**config.mk**
```make
export PLATFORM = sky130hd
export DESIGN_NAME = hall_encoder_angle_startup_top
export DESIGN_NICKNAME = d
export VERILOG_FILES = /design/src/hdl/hea_pkg.sv /design/src/hdl/hea_angle_mul.sv /design/src/hdl/hall_encoder_angle_startup_top.sv
export SDC_FILE = /design/constraint.sdc
export NUM_CORES = 2
export LEC_CHECK = 0
export BUFFER_PORTS_ARGS = -buffer_cell sky130_fd_sc_hd__buf_2
export CAP_MARGIN = 0
export CORE_ASPECT_RATIO = 1.1
export CORE_UTILIZATION = 31
export CTS_CLUSTER_SIZE = 40
export DETAILED_ROUTE_END_ITERATION = 8
export SETUP_SLACK_MARGIN = 0.05
export SYNTH_ARGS = -nofsm -noshare
export SYNTH_HDL_FRONTEND = slang
export SYNTH_SLANG_ARGS = --single-unit
```
**constraint.sdc**
```tcl
create_clock -name i_clk -period 22.8 [get_ports i_clk]
set_input_delay 2.28 -clock i_clk [delete_from_list [all_inputs] [get_ports i_clk]]
set_output_delay 2.28 -clock i_clk [all_outputs]
set_load 0.03 [all_outputs]
```
**src/hdl/hea_pkg.sv**
```systemverilog
package hea_pkg;

    // field widths
    localparam int ANGLE_W = 32;
    localparam int COUNT_W = 32;
    localparam int UQ_W    = 16;
    localparam int HALL_W  = 3;
    localparam int CMD_W   = 2;
    localparam int MODE_W  = 2;
    localparam int APC_W   = 48;
    localparam int STEP_W  = 24;
    localparam int LIM_W   = 15;
    localparam int CFG_IDX_W  = 2;
    localparam int CFG_DATA_W = 48;

    // commands
    localparam logic [CMD_W-1:0] CMD_TICK  = 2'd0;
    localparam logic [CMD_W-1:0] CMD_INDEX = 2'd1;
    localparam logic [CMD_W-1:0] CMD_START = 2'd2;

    // modes
    localparam logic [MODE_W-1:0] MODE_HALL = 2'd0;
    localparam logic [MODE_W-1:0] MODE_EDGE = 2'd1;
    localparam logic [MODE_W-1:0] MODE_ENC  = 2'd2;

    // configuration register indexes
    localparam logic [CFG_IDX_W-1:0] REG_ANGLE_PER_COUNT = 2'd0;
    localparam logic [CFG_IDX_W-1:0] REG_STARTUP_STEP    = 2'd1;
    localparam logic [CFG_IDX_W-1:0] REG_UQ_LIMIT        = 2'd2;

    // configuration reset values
    localparam logic [APC_W-1:0]  APC_RESET  = 48'd140737488355;
    localparam logic [STEP_W-1:0] STEP_RESET = 24'd53687;
    localparam logic [LIM_W-1:0]  LIM_RESET  = 15'd3000;

    // what the last stage does with the angle accumulator and offset
    typedef enum logic [2:0] {
        OP_HOLD,
        OP_LOAD,
        OP_STEP,
        OP_ENC,
        OP_EDGE,
        OP_INDEX
    } t_op;

    // per-request control carried down the pipeline
    typedef struct packed {
        t_op               op;
        logic [ANGLE_W-1:0] addend;
        logic [MODE_W-1:0]  mode;
        logic [UQ_W-1:0]    uq;
    } t_ctl;

    // hall sector centre angles, 2^-32 turn
    function automatic logic [ANGLE_W-1:0] centre_angle(input logic [HALL_W-1:0] hall);
        logic [ANGLE_W-1:0] a;
        case (hall)
            3'd1:    a = 32'd1789569707;
            3'd2:    a = 32'd3221225472;
            3'd3:    a = 32'd2505397589;
            3'd4:    a = 32'd357913941;
            3'd5:    a = 32'd1073741824;
            3'd6:    a = 32'd3937053355;
            default: a = '0;
        endcase
        return a;
    endfunction

    // hall sector edge angles (centre minus 30 degrees)
    function automatic logic [ANGLE_W-1:0] edge_angle(input logic [HALL_W-1:0] hall);
        logic [ANGLE_W-1:0] a;
        case (hall)
            3'd1:    a = 32'd1431655765;
            3'd2:    a = 32'd2863311531;
            3'd3:    a = 32'd2147483648;
            3'd5:    a = 32'd715827883;
            3'd6:    a = 32'd3579139413;
            default: a = '0;
        endcase
        return a;
    endfunction

endpackage

```
**src/hdl/hea_angle_mul.sv**
```systemverilog
// Encoder count to angle: bits 47..16 of sign-extended count times scale,
// two pipeline stages (partial products, then sum).
module hea_angle_mul (
    input  logic                          i_clk,
    input  logic                          i_en_a,
    input  logic                          i_en_b,
    input  logic [hea_pkg::COUNT_W-1:0]   i_count,
    input  logic [hea_pkg::APC_W-1:0]     i_scale,
    output logic [hea_pkg::ANGLE_W-1:0]   o_angle
);

    logic [23:0] w_dl, w_dh, w_sl, w_sh;
    logic [47:0] w_ll;
    logic [23:0] w_hl, w_lh;
    logic [47:0] r_ll;
    logic [23:0] r_hl, r_lh;
    logic [23:0] w_cross;
    logic [47:0] w_sum;
    logic [hea_pkg::ANGLE_W-1:0] r_angle;

    // split operands in 24-bit halves; count is sign extended to 48 bits
    assign w_dl = i_count[23:0];
    assign w_dh = {{16{i_count[31]}}, i_count[31:24]};
    assign w_sl = i_scale[23:0];
    assign w_sh = i_scale[47:24];

    // cross products only matter in their low 24 bits
    assign w_ll = {24'd0, w_dl} * {24'd0, w_sl};
    assign w_hl = w_dh * w_sl;
    assign w_lh = w_dl * w_sh;

    // stage a: partial products, high-by-high drops out modulo 2^48
    always_ff @(posedge i_clk) begin
        if (i_en_a) begin
            r_ll <= w_ll;
            r_hl <= w_hl;
            r_lh <= w_lh;
        end
    end

    // stage b: combine and keep bits 47..16
    assign w_cross = r_hl + r_lh;
    assign w_sum   = r_ll + {w_cross, 24'd0};

    always_ff @(posedge i_clk) begin
        if (i_en_b) begin
            r_angle <= w_sum[47:16];
        end
    end

    assign o_angle = r_angle;

endmodule

```
**src/hdl/hall_encoder_angle_startup_top.sv**
```systemverilog
// Rotor electrical angle estimator for motor start-up (Hall plus ABZ encoder).
// Input stream: s_axis_tuser carries the command (tick, index, start),
// s_axis_tdata the Hall bits, encoder count and requested q voltage.
// Output stream: one result per request with the electrical angle, mode,
// encoder-ready flag and the clamped q voltage.
// Configuration: i_cfg_we writes i_cfg_data into register i_cfg_idx at the
// clock edge (0 angle_per_count, 1 startup_step, 2 uq_limit); write only
// while the block is idle.
// One request per cycle is sustained while the receiver takes results. The
// pipeline is an input register, the encoder scaling multiply split into
// partial products and a sum stage, and the accumulator update stage.
// Each pipeline stage moves on its own, so requests are still taken while
// a result waits; s_axis_tready drops only when all four registers are full
// and the receiver stalls.
// Reset (synchronous, active low) empties the pipeline, puts the estimator
// in hall-only mode with all angles, counts and offsets at zero, and loads
// the default configuration.
module hall_encoder_angle_startup_top (
    input  logic        i_clk,
    input  logic        i_rst_n,
    // configuration write port
    input  logic                              i_cfg_we,
    input  logic [hea_pkg::CFG_IDX_W-1:0]     i_cfg_idx,
    input  logic [hea_pkg::CFG_DATA_W-1:0]    i_cfg_data,
    // request stream
    input  logic        s_axis_tvalid,
    output logic        s_axis_tready,
    input  logic [55:0] s_axis_tdata,  // hall_bits[2:0], enc_count[34:3], uq_request[50:35]
    input  logic [1:0]  s_axis_tuser,  // cmd[1:0]
    // result stream
    output logic        m_axis_tvalid,
    input  logic        m_axis_tready,
    output logic [55:0] m_axis_tdata   // rotor_angle[31:0], mode_now[33:32],
                                       // encoder_ready[34], uq_out[50:35]
);

    // configuration
    logic [hea_pkg::APC_W-1:0]  r_apc;
    logic [hea_pkg::STEP_W-1:0] r_step;
    logic [hea_pkg::LIM_W-1:0]  r_lim;

    // control state, updated at accept
    logic [hea_pkg::MODE_W-1:0]  r_mode, n_mode;
    logic [hea_pkg::HALL_W-1:0]  r_last_hall, n_last_hall;
    logic [hea_pkg::ANGLE_W-1:0] r_edge_angle, n_edge_angle;
    logic [hea_pkg::COUNT_W-1:0] r_edge_count, n_edge_count;

    // angle state, updated at result load
    logic [hea_pkg::ANGLE_W-1:0] r_acc, n_acc;
    logic [hea_pkg::ANGLE_W-1:0] r_offset, n_offset;

    // pipeline
    logic r_v1, r_v2, r_v3, r_vo;
    hea_pkg::t_ctl r_ctl1, r_ctl2, r_ctl3, n_ctl;
    logic [hea_pkg::COUNT_W-1:0] r_d1, n_d;
    logic [hea_pkg::ANGLE_W-1:0] w_prod;
    logic w_en1, w_en2, w_en3, w_eno, w_acc_in;

    // output register
    logic [hea_pkg::ANGLE_W-1:0] r_o_angle;
    logic [hea_pkg::MODE_W-1:0]  r_o_mode;
    logic                        r_o_ready;
    logic [hea_pkg::UQ_W-1:0]    r_o_uq;

    // input fields
    logic [hea_pkg::CMD_W-1:0]   w_cmd;
    logic [hea_pkg::HALL_W-1:0]  w_hall;
    logic [hea_pkg::COUNT_W-1:0] w_enc;
    logic [hea_pkg::UQ_W-1:0]    w_uq;
    logic                        w_hall_ok;

    // clamp
    logic signed [16:0] w_uq_x, w_lim_x, w_nlim_x;

    assign w_cmd  = s_axis_tuser[1:0];
    assign w_hall = s_axis_tdata[2:0];
    assign w_enc  = s_axis_tdata[34:3];
    assign w_uq   = s_axis_tdata[50:35];
    assign w_hall_ok = (w_hall != 3'd0) && (w_hall != 3'd7);

    // stage enables: a stage loads when empty or when its request moves on
    assign w_eno = !r_vo || m_axis_tready;
    assign w_en3 = !r_v3 || w_eno;
    assign w_en2 = !r_v2 || (r_v3 ? w_en3 : 1'b1);
    assign w_en1 = !r_v1 || w_en2;
    assign s_axis_tready = w_en1;
    assign w_acc_in = s_axis_tvalid && w_en1;

    // configuration writes
    always_ff @(posedge i_clk) begin
        if (!i_rst_n) begin
            r_apc  <= hea_pkg::APC_RESET;
            r_step <= hea_pkg::STEP_RESET;
            r_lim  <= hea_pkg::LIM_RESET;
        end else if (i_cfg_we) begin
            case (i_cfg_idx)
                hea_pkg::REG_ANGLE_PER_COUNT: r_apc  <= i_cfg_data[hea_pkg::APC_W-1:0];
                hea_pkg::REG_STARTUP_STEP:    r_step <= i_cfg_data[hea_pkg::STEP_W-1:0];
                hea_pkg::REG_UQ_LIMIT:        r_lim  <= i_cfg_data[hea_pkg::LIM_W-1:0];
                default: ;
            endcase
        end
    end

    // mode decisions at accept: next control state, multiplier operand, op
    always_comb begin
        n_mode       = r_mode;
        n_last_hall  = r_last_hall;
        n_edge_angle = r_edge_angle;
        n_edge_count = r_edge_count;
        n_d          = w_enc;
        n_ctl.op     = hea_pkg::OP_HOLD;
        n_ctl.addend = r_edge_angle;
        case (w_cmd)
            hea_pkg::CMD_START: begin
                n_mode       = hea_pkg::MODE_HALL;
                n_last_hall  = w_hall;
                n_edge_angle = '0;
                n_edge_count = w_enc;
                n_ctl.op     = hea_pkg::OP_LOAD;
                n_ctl.addend = hea_pkg::centre_angle(w_hall);
            end
            hea_pkg::CMD_INDEX: begin
                if (r_mode != hea_pkg::MODE_ENC) begin
                    n_mode   = hea_pkg::MODE_ENC;
                    n_ctl.op = hea_pkg::OP_INDEX;
                end
            end
            hea_pkg::CMD_TICK: begin
                if (r_mode == hea_pkg::MODE_ENC) begin
                    n_ctl.op = hea_pkg::OP_ENC;
                end else if (r_mode == hea_pkg::MODE_HALL) begin
                    if (w_hall_ok && (w_hall != r_last_hall)) begin
                        // first hall edge: capture it, angle holds this tick
                        n_last_hall  = w_hall;
                        n_edge_angle = hea_pkg::edge_angle(w_hall);
                        n_edge_count = w_enc;
                        n_mode       = hea_pkg::MODE_EDGE;
                    end else begin
                        n_ctl.op = hea_pkg::OP_STEP;
                    end
                end else begin
                    n_ctl.op = hea_pkg::OP_EDGE;
                    n_d      = w_enc - r_edge_count;
                end
            end
            default: ;
        endcase
        n_ctl.mode = n_mode;

        // q voltage clamp in hall-only mode
        n_ctl.uq = w_uq;
        if (n_mode == hea_pkg::MODE_HALL) begin
            if (w_uq_x > w_lim_x) begin
                n_ctl.uq = w_lim_x[15:0];
            end else if (w_uq_x < w_nlim_x) begin
                n_ctl.uq = w_nlim_x[15:0];
            end
        end
    end

    // widened clamp operands
    assign w_uq_x   = {w_uq[15], w_uq};
    assign w_lim_x  = {2'b00, r_lim};
    assign w_nlim_x = -w_lim_x;

    always_ff @(posedge i_clk) begin
        if (!i_rst_n) begin
            r_mode       <= hea_pkg::MODE_HALL;
            r_last_hall  <= '0;
            r_edge_angle <= '0;
            r_edge_count <= '0;
        end else if (w_acc_in) begin
            r_mode       <= n_mode;
            r_last_hall  <= n_last_hall;
            r_edge_angle <= n_edge_angle;
            r_edge_count <= n_edge_count;
        end
    end

    // pipeline valid bits
    always_ff @(posedge i_clk) begin
        if (!i_rst_n) begin
            r_v1 <= 1'b0;
            r_v2 <= 1'b0;
            r_v3 <= 1'b0;
            r_vo <= 1'b0;
        end else begin
            if (w_en1) r_v1 <= s_axis_tvalid;
            if (w_en2) r_v2 <= r_v1;
            if (w_en3) r_v3 <= r_v2;
            if (w_eno) r_vo <= r_v3;
        end
    end

    // pipeline payload
    always_ff @(posedge i_clk) begin
        if (w_en1) begin
            r_ctl1 <= n_ctl;
            r_d1   <= n_d;
        end
        if (w_en2) r_ctl2 <= r_ctl1;
        if (w_en3) r_ctl3 <= r_ctl2;
    end

    hea_angle_mul u_mul (
        .i_clk   (i_clk),
        .i_en_a  (w_en2),
        .i_en_b  (w_en3),
        .i_count (r_d1),
        .i_scale (r_apc),
        .o_angle (w_prod)
    );

    // accumulator and offset update
    always_comb begin
        n_acc    = r_acc;
        n_offset = r_offset;
        case (r_ctl3.op)
            hea_pkg::OP_LOAD: begin
                n_acc    = r_ctl3.addend;
                n_offset = '0;
            end
            hea_pkg::OP_STEP:  n_acc    = r_acc + {8'd0, r_step};
            hea_pkg::OP_ENC:   n_acc    = w_prod + r_offset;
            hea_pkg::OP_EDGE:  n_acc    = r_ctl3.addend + w_prod;
            hea_pkg::OP_INDEX: n_offset = r_acc - w_prod;
            default: ;
        endcase
    end

    always_ff @(posedge i_clk) begin
        if (!i_rst_n) begin
            r_acc    <= '0;
            r_offset <= '0;
        end else if (w_eno && r_v3) begin
            r_acc    <= n_acc;
            r_offset <= n_offset;
        end
    end

    // result register
    always_ff @(posedge i_clk) begin
        if (w_eno) begin
            r_o_angle <= n_acc;
            r_o_mode  <= r_ctl3.mode;
            r_o_ready <= (r_ctl3.mode == hea_pkg::MODE_ENC);
            r_o_uq    <= r_ctl3.uq;
        end
    end

    assign m_axis_tvalid = r_vo;
    assign m_axis_tdata  = {5'd0, r_o_uq, r_o_ready, r_o_mode, r_o_angle};

`ifndef SYNTHESIS
    // ready is low only when every stage holds a request
    a_full_when_stalled: assert property (@(posedge i_clk) disable iff (!i_rst_n)
        !s_axis_tready |-> (r_v1 && r_v2 && r_v3 && r_vo))
        else $error("input stalled with an empty pipeline stage");

    // a start request always returns the estimator to hall-only mode
    a_start_mode: assert property (@(posedge i_clk) disable iff (!i_rst_n)
        (s_axis_tvalid && s_axis_tready && (s_axis_tuser == hea_pkg::CMD_START))
        |=> (r_mode == hea_pkg::MODE_HALL))
        else $error("start did not select hall-only mode");

    // encoder-ready flag agrees with the reported mode
    a_ready_flag: assert property (@(posedge i_clk) disable iff (!i_rst_n)
        m_axis_tvalid |-> (m_axis_tdata[34] == (m_axis_tdata[33:32] == hea_pkg::MODE_ENC)))
        else $error("encoder_ready disagrees with mode");

    // the control mode never takes the unused code
    a_mode_legal: assert property (@(posedge i_clk) disable iff (!i_rst_n)
        (r_mode == hea_pkg::MODE_HALL) || (r_mode == hea_pkg::MODE_EDGE)
        || (r_mode == hea_pkg::MODE_ENC))
        else $error("illegal mode code");
`endif

endmodule

```
# Word level (Yosys, flattened, before mapping)
# Cells that the tools add are included.
# totals
out_inout_bits	58
word_cells	128
ff_bits	594
in_bits	113
# classes
n_eq_ne	23
magnitude_cmp	2
reduce_logical	24
addsub	8
multipliers	3
mux	34
# ops
cell	count
32-bit two-way mux	10
32-bit one-hot mux with 2 select lines	3
32-bit one-hot mux with 6 select lines	1
32-bit one-hot mux with 5 select lines	1
32-bit one-hot mux with 4 select lines	1
32-bit adder	2
32-bit subtractor	2
48-bit adder	1
24-bit by 24-bit multiplier with 48-bit output	1
16-bit two-way mux	3
32-bit by 24-bit adder with 32-bit output	1
24-bit adder	1
24-bit by 24-bit multiplier with 24-bit output	1
8-bit by 24-bit multiplier with 24-bit output	1
3-bit two-way mux	6
16-bit by 17-bit less-than comparator with 1-bit output	1
15-bit negation with 17-bit output	1
16-bit > comparator	1
3-bit == test (second input constant)	5
3-bit by 2-bit == test with 1-bit output (second input constant)	4
2-bit two-way mux	5
3-bit one-hot mux with 3 select lines	1
2-bit == test (second input constant)	4
2-bit logical NOT	4
15 further kinds	33

# Depth between registers and ports, before layout
# depth
depth_word	9
ltp_mapped	31
ltp_nobuf	29

# Hierarchy
# Synthesis repeated with hierarchy kept, for this count alone.
# unflattened
cells_unflattened	6362
area_unflattened_um2	57925.6
# by_module_without_submodules
mod	cells_each	n_inst	area_each_um2	seq_area_each_um2
hea_angle_mul	4005	1	37038.0	3363.2
hall_encoder_angle_startup_top	2357	1	20887.5	8758.4

# Worst setup path after synthesis
# OpenSTA, ideal clock, no wires.
# synth_timing
path_kind	reg-to-reg
start	register r_d1[13] (netlist name)
end	register u_mul.r_ll[42] (data pin)
setup_ps	258
required_ps	22542
stages_incl_launch_ff	32
t_arrival_ps	7004
n_path_buf	2
period_less_slack_ps	7261
setup_slack_ps	15539
path_cell_list	edfxtp_1 > clkbuf_1 > clkbuf_1 > nand2_1 > fa_1 > inv_1 > fa_1 > inv_1 > fa_1 > inv_1 > fa_1 > inv_1 > fa_1 > inv_1 > fa_1 > inv_1 > fa_1 > inv_1 > ha_1 > a21o_1 > a21o_1 > a21oi_1 > a2bb2oi_1 > o211a_1 > o21ai_1 > o21ai_1 > o21ai_1 > a21o_1 > and2_1 > o21a_1 > nor2_1 > xnor2_1
# synth_between
elab_chain_len	1
# synth_rtl
item	line_no	rtl
start: declaration	hall_encoder_angle_startup_top.sv:55	logic [hea_pkg::COUNT_W-1:0] r_d1, n_d;
start signal: assignment	hall_encoder_angle_startup_top.sv:200	r_d1 <= n_d;
24-bit by 24-bit multiplier with 48-bit output	hea_angle_mul.sv:28	assign w_ll = {24'd0, w_dl} * {24'd0, w_sl};
named net u_mul.w_ll[42]	hea_angle_mul.sv:13	logic [47:0] w_ll;
end signal: assignment	hea_angle_mul.sv:35	r_ll <= w_ll;
end: declaration	hea_angle_mul.sv:15	logic [47:0] r_ll;
# The timed path passes the listed nets, and every way through them passes these cells.
# A chain may end at the register's enable or synchronous reset.

# Worst setup path after layout
# layout_timing
start	register r_apc[8] (netlist name)
end	register u_mul.r_ll[47] (data pin)
# layout_between
elab_chain_len	1
# layout_rtl
item	line_no	rtl
start: declaration	hall_encoder_angle_startup_top.sv:38	logic [hea_pkg::APC_W-1:0] r_apc;
start signal: assignment	hall_encoder_angle_startup_top.sv:92	r_apc <= hea_pkg::APC_RESET;
start signal: assignment	hall_encoder_angle_startup_top.sv:97	hea_pkg::REG_ANGLE_PER_COUNT: r_apc <= i_cfg_data[hea_pkg::APC_W-1:0];
24-bit by 24-bit multiplier with 48-bit output	hea_angle_mul.sv:28	
named net u_mul.w_ll[47]	hea_angle_mul.sv:13	
# The timed path passes the listed nets, and every way through them passes these cells.

==> metrics.md <==
| Metric | Value |
|---|---|
| CP Launch Type | `flop` |
| Post-synth EDFFs | `273` |
| Worst Tran Pin Value | `1.16 ns` |
| Total gr overflow | `0` |
| TritonCTS clock tree | `built` |
| Crit Path Class | `flop to flop` |
| Syn avg cell area | `9.17 um^2` |
| All-Layer GR Usage | `16.9%` |
| Cells after Synth | `6244` |
| Tmin final | `8.08 ns` |
| Fin. Hold Viols | `0` |
| Die height | `453 um` |
| Via density | `4.86` |
| CTS Hold Bufs | `0` |
| CP Max Fanout | `33` |
| Post-Synth XOR/XNOR Area | `4.22%` |
| Delay-heaviest family, CP | `adder cells` |
| WL final | `155000 um` |
| Post-Synth Adder-Cell Area | `39.2%` |
| Largest stage delay, worst path | `0.86 ns` |
| Reg clk slew, reported paths | `0.07 ns` |
| Slowest CP cell | `dfxtp_2` |
| Post-DP HPWL | `115000 um` |
| Die X | `412 um` |
| Crit path arrival time | `8.49 ns` |
| Slew headroom | `22.3%` |
| Synth cell types | `92` |
| Vias in the first global route | `44681` |
| Cell row count | `165` |
| First-pass iteration count of the detailed router | `6` |
| First-pass GRT wire length | `248000 um` |
| Mux contribution to synthesized area | `0.203%` |
| Synth Register Bits | `469` |
| CP Buf/Inv Count | `6` |
| Cell Area, Synth | `57200 um^2` |
| TritonCTS Sinks | `469` |
| Gp weighted congestion | `0.894` |
| Total of max-cap violations | `0` |
| Initial antenna violation count | `13` |
| Die footprint | `186000 um^2` |
| Compound-gate portion of the synthesized area | `9.89%` |
| Root Driver | `clkbuf_16` |
| Layout cells sized above 1 | `6.30%` |
| Wire per inst | `17.8 um` |
| Setup tns final | `0 ns` |
| Yosys warning count | `0` |
| TritonCTS Buffers | `57` |
| Commonest non-fill, non-tap cell in the layout | `inv_1` |
| Residual DRC count | `0` |
| Commonest cells after routing, fill and taps aside | `inv_1 (1056), nand2_1 (932), fa_1 (809)` |
| Post-synthesis simple-gate area fraction | `16.4%` |
| Area grow syn2layout | `9.40%` |
| Setup Buffers After CTS | `0` |
| CTS Buffer Depth | `3` |
| Req. time, crit path | `23.22 ns` |
| Tightest Hold Check Type | `flop to flop` |
| Final Max Slew Viols | `0` |
| # setup viols final | `0` |
| Core Region | `184000 um^2` |
| Top_reg_cell synth | `edfxtp_1` |
| Clk Latency, worst-skew pair | `0.67 ns` |
| Tcrit/Tclk final | `35.4%` |
| Max Fclk | `124 MHz` |
| Status | `complete, no violations` |
| CTS H-tree depth | `2` |
| Buffers on Ports | `160` |
| Initial Util | `31.2%` |
| NumNets Final | `7668` |
| Antenna Nets Post-Route | `0` |
| Register area share after synthesis | `21.2%` |
| RSZ-0062 raised after global routing | `no` |
| Starting DRT DRC Count | `2511` |
| Fin Clk Skew | `0.0298 ns` |
| Kind of end point of the critical path | `flop` |
| Largest family of logic cells by synthesized area | `adder cells` |
| # resized after CTS | `0` |
| DR vias | `42427` |
| Asr flop ratio synth | `0%` |
| Largest net degree at the start of global routing | `68` |
| Crit-path most repeated cell | `fa_1` |
| IO Count | `171` |
[cell families after synthesis]
group | count (synthesis)
flip-flops | 469
adder cells (fa/ha/maj) | 1307
AO/OA/AOI/OAI | 870
XOR/XNOR | 276
AND/OR/NAND/NOR | 1954
buffers and inverters | 1356
multiplexers | 11
other | 1
[synth_stat cells, drive strengths merged, types with 7 or more instances]
cell	number	area, um^2
nand2b	54	338
nor4	12	81.3
and3	19	124
buf	18	96.3
or3	16	100
xor2	81	709
fa	809	16200
edfxtp	273	8200
nor2b	66	413
a221oi	10	93.8
o211ai	15	113
a21oi	261	1330
o21a	52	390
inv	1058	3970
nor3	44	225
xnor2	195	1710
nor2	174	656
a211oi	26	210
o21bai	35	263
and2	523	3270
nand3	69	350
o22ai	11	68.8
ha	498	6230
nand4	15	93.8
nand2	935	3510
a31oi	15	109
dfxtp	196	3920
o21ai	168	845
o31ai	14	110
a31o	7	61.3
a21o	110	826
clkbuf	279	1050
a22oi	22	165
a21boi	59	443
[per-stage QoR]
stage                     util [%]  std cells  hold WS, ns  instance area (um^2)  worst slack, ns
final                         34.1       8723        0.400                 62600            14.72
after CTS                     34.1       8718        0.397                 62600            14.75
after floorplan                  -       6248        0.400                 57200            15.54
after global routing          34.1       8721        0.415                 62600            14.21
after global placement        33.0       8610        0.401                 60600            14.84
after detailed placement      33.0       8610        0.405                 60600            14.78
[layout make-up]
cell class / instances / area [um^2]
fill: 18615 / 121000
multi-input combinational: 4423 / 40000
sequential: 469 / 12100
inverter: 1059 / 3980
tap: 2421 / 3030
clock buffer: 74 / 1590
timing repair buffer: 238 / 1390
clock inverter: 34 / 449
antenna: 5 / 12.5
[metal layers]
layer	global-route usage [%]	part of all wire, %
met2	29.3	49
met3	1.85	5.2
met5	0	0.014
met1	21.8	43
met4	5.00	2.8
[registers in the layout, summed over array words and instances, names as in the netlist, 32 cells and up]
signal and count:
r_acc 32, r_apc 48, r_d1 32, r_edge_count 32
r_o_angle 32, r_offset 32, u_mul.o_angle 32, u_mul.r_ll 32
[path summary, 6_finish.rpt]
kind              start              to  slack [ns]  cells past startpoint
max            r_apc[8]  u_mul.r_ll[47]       14.72                     28
min          r_ctl2[11]      r_ctl3[11]        0.40                      0
max reg2reg    r_apc[8]  u_mul.r_ll[47]       14.72                     28
min reg2reg  r_ctl2[11]      r_ctl3[11]        0.40                      0
Power is not shown: default switching activity piles up to over one toggle a cycle in this logic, so the estimate is an artifact.
